<file path="src/rtl/core/skt_pkg.sv">
// Shared types and constants for the sorted key table.
// Used by skt_engine and sorted_key_table; depends on nothing else.
package skt_pkg;

    // Fixed field widths of the stream words
    localparam int OP_W       = 2;
    localparam int KEY_W      = 32;
    localparam int POS_W      = 10;
    localparam int STATUS_W   = 2;
    localparam int VALUE_W    = 32;
    localparam int COUNT_W    = 11;
    localparam int S_TDATA_W  = 48;
    localparam int M_TDATA_W  = 48;

    // Default sizing of the table
    localparam int TABLE_DEPTH_DEF = 1024;
    localparam int KEY_BITS_DEF    = 32;

    // Operation codes carried in the input tuser
    typedef enum logic [OP_W-1:0] {
        OP_SEARCH = 2'd0,
        OP_INSERT = 2'd1,
        OP_DELETE = 2'd2,
        OP_READ   = 2'd3
    } t_op;

    // Result status codes carried in the output tuser
    typedef enum logic [STATUS_W-1:0] {
        STAT_OK    = 2'd0,
        STAT_MISS  = 2'd1,
        STAT_FULL  = 2'd2,
        STAT_RANGE = 2'd3
    } t_status;

    // One finished result handed from the engine to the output register
    typedef struct packed {
        t_status              status;
        logic [VALUE_W-1:0]   value;
        logic [COUNT_W-1:0]   entry_count;
    } t_result;

endpackage

</file>
<file path="src/rtl/core/skt_engine.sv">
// Operation sequencer for the sorted key table: binary search, shifting
// insert and delete, positional read. Drives the key memory held in the top
// level. Depends on skt_pkg.
module skt_engine #(
    parameter int TABLE_DEPTH = skt_pkg::TABLE_DEPTH_DEF,
    parameter int KEY_BITS    = skt_pkg::KEY_BITS_DEF,
    parameter int AW          = $clog2(TABLE_DEPTH),
    parameter int CW          = $clog2(TABLE_DEPTH + 1)
) (
    input  logic                       i_clk,
    input  logic                       i_rst_n,
    // operation in
    input  logic                       i_in_valid,
    output logic                       o_in_ready,
    input  skt_pkg::t_op               i_op,
    input  logic [KEY_BITS-1:0]        i_key,
    input  logic [skt_pkg::POS_W-1:0]  i_pos,
    // key memory port
    output logic                       o_rd_en,
    output logic [AW-1:0]              o_rd_addr,
    input  logic [KEY_BITS-1:0]        i_rd_data,
    output logic                       o_wr_en,
    output logic [AW-1:0]              o_wr_addr,
    output logic [KEY_BITS-1:0]        o_wr_data,
    // result out
    output logic                       o_res_valid,
    input  logic                       i_res_ready,
    output skt_pkg::t_result           o_res
);

    localparam int PW    = skt_pkg::POS_W;
    localparam int VAL_W = skt_pkg::VALUE_W;
    localparam int CNT_W = skt_pkg::COUNT_W;
    localparam int PCW   = CW + PW;
    localparam logic [CW-1:0] DEPTH_C = CW'(TABLE_DEPTH);
    localparam logic [CW-1:0] ONE_C   = CW'(1);
    localparam logic [CW-1:0] TWO_C   = CW'(2);

    typedef enum logic [8:0] {
        S_IDLE      = 9'b000000001,
        S_SRCH_STEP = 9'b000000010,
        S_SRCH_CMP  = 9'b000000100,
        S_INS_CMP   = 9'b000001000,
        S_INS_PUT   = 9'b000010000,
        S_DEL_FIND  = 9'b000100000,
        S_DEL_SHIFT = 9'b001000000,
        S_RD_WAIT   = 9'b010000000,
        S_OUT       = 9'b100000000
    } t_state;

    t_state                r_state,  n_state;
    logic [KEY_BITS-1:0]   r_key,    n_key;
    logic [CW-1:0]         r_lo,     n_lo;
    logic [CW-1:0]         r_hi,     n_hi;
    logic [CW-1:0]         r_idx,    n_idx;
    logic [CW-1:0]         r_count,  n_count;
    skt_pkg::t_status      r_status, n_status;
    logic [KEY_BITS-1:0]   r_value,  n_value;

    logic [CW-1:0]         w_mid;
    logic [CW-1:0]         w_idx_p1;
    logic [CW-1:0]         w_idx_p2;
    logic [CW-1:0]         w_idx_m1;
    logic                  w_rd_lt_key;
    logic                  w_rd_gt_key;
    logic                  w_rd_eq_key;
    logic                  w_pos_ok;

    // Index arithmetic and key comparison on the word read last cycle
    assign w_mid       = r_lo + ((r_hi - r_lo) >> 1);
    assign w_idx_p1    = r_idx + ONE_C;
    assign w_idx_p2    = r_idx + TWO_C;
    assign w_idx_m1    = r_idx - ONE_C;
    assign w_rd_lt_key = $signed(i_rd_data) <  $signed(r_key);
    assign w_rd_gt_key = $signed(i_rd_data) >  $signed(r_key);
    assign w_rd_eq_key = i_rd_data == r_key;
    assign w_pos_ok    = PCW'(i_pos) < PCW'(r_count);

    assign o_in_ready  = r_state == S_IDLE;
    assign o_res_valid = (r_state == S_OUT) && i_res_ready;
    assign o_res.status      = r_status;
    assign o_res.value       = VAL_W'(r_value);
    assign o_res.entry_count = CNT_W'(r_count);

    // Next state, memory requests and result
    always_comb begin
        n_state   = r_state;
        n_key     = r_key;
        n_lo      = r_lo;
        n_hi      = r_hi;
        n_idx     = r_idx;
        n_count   = r_count;
        n_status  = r_status;
        n_value   = r_value;
        o_rd_en   = 1'b0;
        o_rd_addr = AW'(r_idx);
        o_wr_en   = 1'b0;
        o_wr_addr = AW'(r_idx);
        o_wr_data = r_key;

        case (r_state)
            S_IDLE: begin
                if (i_in_valid) begin
                    n_key    = i_key;
                    n_status = skt_pkg::STAT_OK;
                    n_value  = '0;
                    case (i_op)
                        skt_pkg::OP_SEARCH: begin
                            n_lo    = '0;
                            n_hi    = r_count;
                            n_state = S_SRCH_STEP;
                        end
                        skt_pkg::OP_INSERT: begin
                            n_idx = r_count;
                            if (r_count >= DEPTH_C) begin
                                n_status = skt_pkg::STAT_FULL;
                                n_state  = S_OUT;
                            end else if (r_count == '0) begin
                                n_state = S_INS_PUT;
                            end else begin
                                o_rd_en   = 1'b1;
                                o_rd_addr = AW'(r_count - ONE_C);
                                n_state   = S_INS_CMP;
                            end
                        end
                        skt_pkg::OP_DELETE: begin
                            n_idx = '0;
                            if (r_count == '0) begin
                                n_status = skt_pkg::STAT_MISS;
                                n_state  = S_OUT;
                            end else begin
                                o_rd_en   = 1'b1;
                                o_rd_addr = '0;
                                n_state   = S_DEL_FIND;
                            end
                        end
                        default: begin
                            if (w_pos_ok) begin
                                o_rd_en   = 1'b1;
                                o_rd_addr = AW'(i_pos);
                                n_state   = S_RD_WAIT;
                            end else begin
                                n_status = skt_pkg::STAT_RANGE;
                                n_state  = S_OUT;
                            end
                        end
                    endcase
                end
            end

            // Probe the middle of the open range [lo, hi)
            S_SRCH_STEP: begin
                if (r_lo < r_hi) begin
                    o_rd_en   = 1'b1;
                    o_rd_addr = AW'(w_mid);
                    n_idx     = w_mid;
                    n_state   = S_SRCH_CMP;
                end else begin
                    n_status = skt_pkg::STAT_MISS;
                    n_state  = S_OUT;
                end
            end

            S_SRCH_CMP: begin
                if (w_rd_eq_key) begin
                    n_value = r_key;
                    n_state = S_OUT;
                end else begin
                    if (w_rd_lt_key) begin
                        n_lo = w_idx_p1;
                    end else begin
                        n_hi = r_idx;
                    end
                    n_state = S_SRCH_STEP;
                end
            end

            // Move greater keys up one slot; read of idx-2 overlaps write of idx
            S_INS_CMP: begin
                o_wr_en   = 1'b1;
                o_wr_addr = AW'(r_idx);
                if (w_rd_gt_key) begin
                    o_wr_data = i_rd_data;
                    n_idx     = w_idx_m1;
                    if (w_idx_m1 == '0) begin
                        n_state = S_INS_PUT;
                    end else begin
                        o_rd_en   = 1'b1;
                        o_rd_addr = AW'(r_idx - TWO_C);
                    end
                end else begin
                    o_wr_data = r_key;
                    n_count   = r_count + ONE_C;
                    n_state   = S_OUT;
                end
            end

            S_INS_PUT: begin
                o_wr_en   = 1'b1;
                o_wr_addr = AW'(r_idx);
                o_wr_data = r_key;
                n_count   = r_count + ONE_C;
                n_state   = S_OUT;
            end

            // Scan upward for the first equal key, one entry a cycle
            S_DEL_FIND: begin
                o_rd_addr = AW'(w_idx_p1);
                o_rd_en   = w_idx_p1 < r_count;
                if (w_rd_eq_key) begin
                    if (w_idx_p1 < r_count) begin
                        n_state = S_DEL_SHIFT;
                    end else begin
                        n_count = r_count - ONE_C;
                        n_state = S_OUT;
                    end
                end else if (w_idx_p1 < r_count) begin
                    n_idx = w_idx_p1;
                end else begin
                    n_status = skt_pkg::STAT_MISS;
                    n_state  = S_OUT;
                end
            end

            // Move later keys down one slot; read of idx+2 overlaps write of idx
            S_DEL_SHIFT: begin
                o_wr_en   = 1'b1;
                o_wr_addr = AW'(r_idx);
                o_wr_data = i_rd_data;
                o_rd_addr = AW'(w_idx_p2);
                o_rd_en   = w_idx_p2 < r_count;
                n_idx     = w_idx_p1;
                if (!(w_idx_p2 < r_count)) begin
                    n_count = r_count - ONE_C;
                    n_state = S_OUT;
                end
            end

            S_RD_WAIT: begin
                n_value = i_rd_data;
                n_state = S_OUT;
            end

            // Hold the result until the output register can take it
            S_OUT: begin
                if (i_res_ready) begin
                    n_state = S_IDLE;
                end
            end

            default: begin
                n_state = S_IDLE;
            end
        endcase
    end

    // Control state
    always_ff @(posedge i_clk) begin
        if (!i_rst_n) begin
            r_state <= S_IDLE;
            r_count <= '0;
        end else begin
            r_state <= n_state;
            r_count <= n_count;
        end
    end

    // Working registers
    always_ff @(posedge i_clk) begin
        r_key    <= n_key;
        r_lo     <= n_lo;
        r_hi     <= n_hi;
        r_idx    <= n_idx;
        r_status <= n_status;
        r_value  <= n_value;
    end

    // A read never targets the entry written in the same cycle
    a_no_rw_collision: assert property (@(posedge i_clk) disable iff (!i_rst_n)
        (o_rd_en && o_wr_en) |-> (o_rd_addr != o_wr_addr))
        else $error("key memory read and write hit the same entry");

    // The count never passes the table depth
    a_count_bound: assert property (@(posedge i_clk) disable iff (!i_rst_n)
        r_count <= DEPTH_C)
        else $error("key count beyond table depth");

    // The table only changes while an insert or delete is under way
    a_write_in_update: assert property (@(posedge i_clk) disable iff (!i_rst_n)
        o_wr_en |-> (r_state == S_INS_CMP || r_state == S_INS_PUT ||
                     r_state == S_DEL_SHIFT))
        else $error("key memory written outside an update");

    // The count moves by at most one per item, and only as a result is formed
    a_count_step: assert property (@(posedge i_clk) disable iff (!i_rst_n)
        (r_count != $past(r_count)) |-> (r_state == S_OUT))
        else $error("key count changed without a result");

    // Search range stays ordered
    a_search_range: assert property (@(posedge i_clk) disable iff (!i_rst_n)
        (r_state == S_SRCH_CMP) |-> (r_lo <= r_idx && r_idx < r_hi))
        else $error("binary search probe outside its range");

endmodule

</file>
<file path="config.mk">
export PLATFORM = sky130hd
export DESIGN_NAME = skt_engine
export DESIGN_NICKNAME = d
export VERILOG_FILES = /design/src/rtl/core/skt_pkg.sv /design/src/rtl/core/skt_engine.sv
export SDC_FILE = /design/constraint.sdc
export NUM_CORES = 1
export LEC_CHECK = 0
export BUFFER_PORTS_ARGS = -buffer_cell sky130_fd_sc_hd__buf_2
export CAP_MARGIN = 5
export CORE_AREA = 2 2 186 188
export CTS_CLUSTER_DIAMETER = 150
export DETAILED_ROUTE_END_ITERATION = 6
export DIE_AREA = 0 0 188 190
export GPL_TIMING_DRIVEN = 0
export PLACE_DENSITY = 0.59
export REMOVE_ABC_BUFFERS = 1
export SLEW_MARGIN = 10
export SYNTH_ARGS = -nofsm -noshare
export SYNTH_HDL_FRONTEND = slang
export SYNTH_SLANG_ARGS = --single-unit
</file>
<file path="constraint.sdc">
create_clock -name i_clk -period 4.5 [get_ports i_clk]
set_input_delay 0.675 -clock i_clk [delete_from_list [all_inputs] [get_ports i_clk]]
set_output_delay 0.675 -clock i_clk [all_outputs]
set_load 0.05 [all_outputs]
</file>
# --- Yosys cells after proc, flatten, opt, wreduce, memory -nomap -nowiden ---
# Cells that the tools add are included.
classes:
  add_sub_neg: 8
  magnitude_cmp: 7
  n_eq_ne: 31
  n_mux: 72
  reduce_logical: 19
ops:
  columns: ["cell", "count"]
  rows:
  - ["2-to-1 mux 11 bit", 17]
  - ["2-to-1 mux 9 bit", 13]
  - ["2-to-1 mux 32 bit", 3]
  - ["one-hot mux 32 bit (3 select lines)", 1]
  - ["2-to-1 mux 10 bit", 8]
  - ["one-hot mux 9 bit (8 select lines)", 1]
  - ["one-hot mux 11 bit (2 select lines)", 3]
  - ["one-hot mux 32 bit (2 select lines)", 1]
  - ["one-hot mux 11 bit (5 select lines)", 1]
  - ["one-hot mux 10 bit (5 select lines)", 1]
  - ["one-hot mux 11 bit (4 select lines)", 1]
  - ["less-than comparator 11 bit", 3]
  - ["== test 32 bit", 1]
  - ["greater-than comparator 32 bit", 1]
  - ["less-than comparator 32 bit", 1]
  - ["inequality test 2 bit (second input constant)", 15]
  - ["one-hot mux 10 bit (3 select lines)", 1]
  - ["one-hot mux 9 bit (3 select lines)", 1]
  - ["AND reduction 5 bit", 5]
  - ["adder 11 x 1 -> 11 bit (second input constant)", 2]
  - ["logical NOT 11 bit", 2]
  - ["subtractor 11 x 1 -> 11 bit (second input constant)", 2]
  - ["2-to-1 mux 2 bit", 6]
  - ["one-hot mux 2 bit (3 select lines)", 2]
  - ["35 further kinds", 45]
totals:
  reg_bits: 119
  input_bits: 80
  output_inout_bits: 101
  word_cells: 145

# --- Longest topological paths before layout ---
logic_depth:
  word_depth: 6
  ltp_mapped: 18
  mapped_depth_nobuf: 18

# --- Worst setup path before layout ---
# Ideal clock, no wire load.
synth_path:
  kind: "register -> output"
  startpoint: "register r_count[4]"
  endpoint: "output port o_rd_addr[4]"
  t_arrival_ns: 4.102
  required_time_ns: 3.825
  slack_ns: -0.277
  path_stages_with_launch: 12
  n_path_buf: 1
  path_cell_list: "dfxtp_1 -> clkbuf_1 -> clkinv_1 -> ha_1 -> and4_1 -> o21ai_0 -> o21a_1 -> o21ai_1 -> mux2i_1 -> o311ai_0 -> a211oi_1 -> nor3_1"
synth_via:
  elab_chain_cells: 6
  word_cells_on_any_way: 11
  cone_classes: "add/sub (1); order compare (2); mux (7); reduce/logical (1)"
synth_rtl:
  columns: ["item", "line", "text"]
  rows:
  - ["start, declared", "skt_engine.sv:56", "logic [CW-1:0] r_count, n_count;"]
  - ["start signal, assigned", "skt_engine.sv:264", "r_count <= n_count;"]
  - ["subtractor 11 x 1 -> 11 bit / logical NOT 11 bit (equally long branches)", null, null]
  - ["2-to-1 mux 10 bit", "skt_engine.sv:118", "end else if (r_count == '0) begin"]
  - ["2-to-1 mux 10 bit", "skt_engine.sv:115", "if (r_count >= DEPTH_C) begin"]
  - ["one-hot mux 10 bit (3 select lines) *", "skt_engine.sv:107", "case (i_op)"]
  - ["2-to-1 mux 10 bit *", "skt_engine.sv:103", "if (i_in_valid) begin"]
  - ["one-hot mux 10 bit (5 select lines) *", "skt_engine.sv:101", "case (r_state)"]
  - ["end, declared", "skt_engine.sv:20", "output logic [AW-1:0] o_rd_addr,"]
# Every way passes the cells marked *; elsewhere a longest branch is shown, timed or not.

# --- Final worst setup path ---
layout_path:
  startpoint: "register r_hi[1]"
  endpoint: "output port o_rd_addr[7]"
layout_via:
  elab_chain_cells: 4
  word_cells_on_any_way: 5
  cone_classes: "add/sub (2); order compare (1); mux (2)"
layout_rtl:
  columns: ["item", "line", "text"]
  rows:
  - ["start, declared", "skt_engine.sv:54", "logic [CW-1:0] r_hi, n_hi;"]
  - ["start signal, assigned", "skt_engine.sv:272", "r_hi <= n_hi;"]
  - ["subtractor 11 bit", "skt_engine.sv:70", "assign w_mid = r_lo + ((r_hi - r_lo) >> 1);"]
  - ["adder 11 x 10 -> 11 bit", "skt_engine.sv:70", null]
  - ["2-to-1 mux 10 bit *", "skt_engine.sv:153", "if (r_lo < r_hi) begin"]
  - ["one-hot mux 10 bit (5 select lines) *", "skt_engine.sv:101", null]
# Marks and branches as above.

==> results.txt <==
count of final setup violators - 6
Worst Setup Start Kind - register
first-pass GRT wire length - 56500 um
Req. time, crit path - 3.83 ns
Worst Skew - 0.0135 ns
worst rel slew slack - 37.5%
Arr. time, crit path - 4.14 ns
worst skew pair latency - 0.44 ns
Yosys warnings - 0
max incr delay on CP - 0.46 ns
pre-CTS setup slack - -0.925 ns
fin worst setup slack - -0.311 ns
Tightest Pin Transition - 0.934 ns
Worst path slowest cell - edfxtp_1
Seq/Total Area, Yosys - 33.7%
Final Hold Violating Endpoints - 0
CP startpoint - r_hi[1]$_DFFE_PP_
CP Capture Type - primary output
via count - 10100
fmax - 0.208 GHz
Chip Width - 188 um
largest net degree at the start of global routing - 37
DRC errors left - 0
clk slew on worst S/H paths - 0.06 ns
Initial Utilization - 29.5%
Final nets - 1503
CTS tree - yes
Bufs on Longest Clock Path - 2
number of DRC markers in iteration 0 - 960
Synth Area per Inst - 8.86 sq um
dpl hpwl - 27400 um
CTS Buf Count - 17
Post-synth EDFFs - 99
Filler cells - 3332
vias per cell - 5.59
Netlist cell types - 74
core footprint - 33900 sq um
commonest non-fill, non-tap cell in the layout - buf_2
Die H - 190 um
ys flop type - edfxtp_1
outcome - finished, violations left
Pre-antenna DRT Iters - 7
drt total wl - 37900 um
fin util - 39.0%
Post-Syn Area - 10000 sq um
diode count - 0
H-tree Lvls - 4
initial antenna violation count - 1
Worst R2R Start - r_idx[1]$_DFFE_PP_
num rows - 68
worst-path maximum fanout - 2
Routed Antenna Nets - 0
Maximum Capacitance Violations - 0
final period utilization - 107%
PortBufs - 180
Hold WC Path Type - in -> reg
vias in the first global route - 9567
critical path type - reg -> out
CP Cell Sequence - ha_4 -> nor2b_4 -> or2_4 -> nand2b_1 -> or3b_4 -> xor2_4 -> ha_4 -> o211ai_1 -> o211ai_1 -> nand2_1 -> xor2_2 -> o311ai_4 -> a211oi_2 -> o41ai_2 -> a22o_1 -> buf_6
Syn Inst Count - 1129
gr usage total - 20.6%
FF+latch count, synth - 119
startpoint of the worst hold path - i_key[10]
post-route insts no fill - 1798
IO Pins - 181
P&R area growth vs syn - 32.3%
grt total ovfl - 0
# clock sinks - 119
Max Slew Vio Count - 0
RSZ-0062 raised after global routing - true
failing checks - negative setup slack
Routability Congestion - 0.981
Root Buffer - clkbuf_16
VDD IR max - 250 uV
most frequent cells in the layout - buf_2 (167), edfxtp_1 (99), nand2_1 (94)
DP Cell Count - 1699
share of layout cells above drive strength 1 - 34.3%
Power Dens Cells - 350 nW/um^2
Post-synth ARST share - 0%
Leakage - 5.36 nW
die footprint - 35700 sq um
DR WL/cell - 21.1 um
post-route minimum period - 4.81 ns
[cells by family (layout without fill, tap and decap cells)]
group                      Yosys count  after routing  synth area share (%)
muxes                               38             38                  4.24
adders and majority gates           93             93                  11.8
buffers and inverters              159            373                  6.45
AOI/OAI and AO/OA                  318            318                  21.1
and+or+nand+nor                    347            347                  17.9
DFF                                119            119                  33.7
xor gates and xnor gates            55             55                  4.81
[layer usage]
metal | GRT usage, % | wire length [um]
met2 | 33.1 | 17700
met5 | 0 | 11
met1 | 25.7 | 14900
met4 | 10.3 | 1740
met3 | 5.28 | 3600
[per-stage QoR]
| step | hold WS (ns) | cell area, sq um | total power, mW | TNS [ns] |
|---|---|---|---|---|
| global route | 0.397 | 13200 | 4.82 | -2.17 |
| floorplan | 0.568 | 9670 | 2.51 | -26.12 |
| finish | 0.411 | 13200 | 4.63 | -1.08 |
| CTS | 0.391 | 12500 | 4.50 | -1.47 |
| detailed placement | 0.594 | 11400 | 3.02 | -37.35 |
| global placement | 0.589 | 11100 | 2.99 | -193.17 |
[layout make-up]
| type | instances | area, sq um | area share [%] |
|---|---|---|---|
| Clock buffer | 17 | 425 | 3.21 |
| Timing Repair Buffer | 259 | 1680 | 12.7 |
| Multi-Input combinational cell | 851 | 6730 | 50.8 |
| Tap cell | 455 | 569 | 4.30 |
| Inverter | 82 | 319 | 2.41 |
| Sequential cell | 119 | 3380 | 25.6 |
| Clock inverter | 15 | 130 | 0.983 |
[state kept, by name (all words and copies together), names as in the netlist]
name / count
r_key: 32
r_idx: 11
r_count: 11
r_lo: 11
r_state: 9
r_hi: 11
r_value: 32
r_status: 2
[synthesized netlist by cell type, drive strengths merged (17+ instances only)]
cell / instances / area (sq um)
a21o: 18 / 135
clkbuf: 60 / 225
ha: 91 / 1140
mux2: 32 / 360
inv: 81 / 304
a21oi: 63 / 330
o21ai: 89 / 445
xnor2: 31 / 272
dfxtp: 20 / 400
nand3: 28 / 140
buf: 17 / 113
nand4: 21 / 131
nor3: 32 / 160
xor2: 24 / 210
nand2: 96 / 360
edfxtp: 99 / 2970
nor2: 63 / 236
[critical path: cells and delay by family, from the launching register on]
kind | cells | cell delay [ns]
AOI/OAI and AO/OA | 6 | 1.12
xor gates and xnor gates | 2 | 0.46
adders and majority gates | 2 | 0.53
and+or+nand+nor | 5 | 0.96
buffers and inverters | 1 | 0.18
DFF | 1 | 0.46
[repair_timing]
item / CTS / global route
endpoints found under the setup margin: 66 / 42
gates resized for setup: 94 / 86
pin swaps: 29 / 40
hold buffers: 0 / 0
cloned: 0 / 3
buffers inserted: 27 / 37
[power by group]
group	switching [mW]	leakage, nW	internal, mW	total, mW
Combinational	1.30	3.96	0.625	1.92
Sequential	0.0774	1.13	1.32	1.40
Clock	0.551	0.261	0.757	1.31
Total	1.92	5.36	2.71	4.63
[path summary, 6_finish.rpt]
check,endpoint,slack (ns),depth (start not counted)
worst max register to register,r_count[2]$_SDFFE_PN0P_,0.59,16
worst min-delay path,r_key[10]$_DFFE_PP_,0.41,1
worst min register to register,r_count[9]$_SDFFE_PN0P_,0.60,2
worst max-delay path,o_rd_addr[7],-0.31,16
Note: power is estimated with default switching activity, not from simulation.
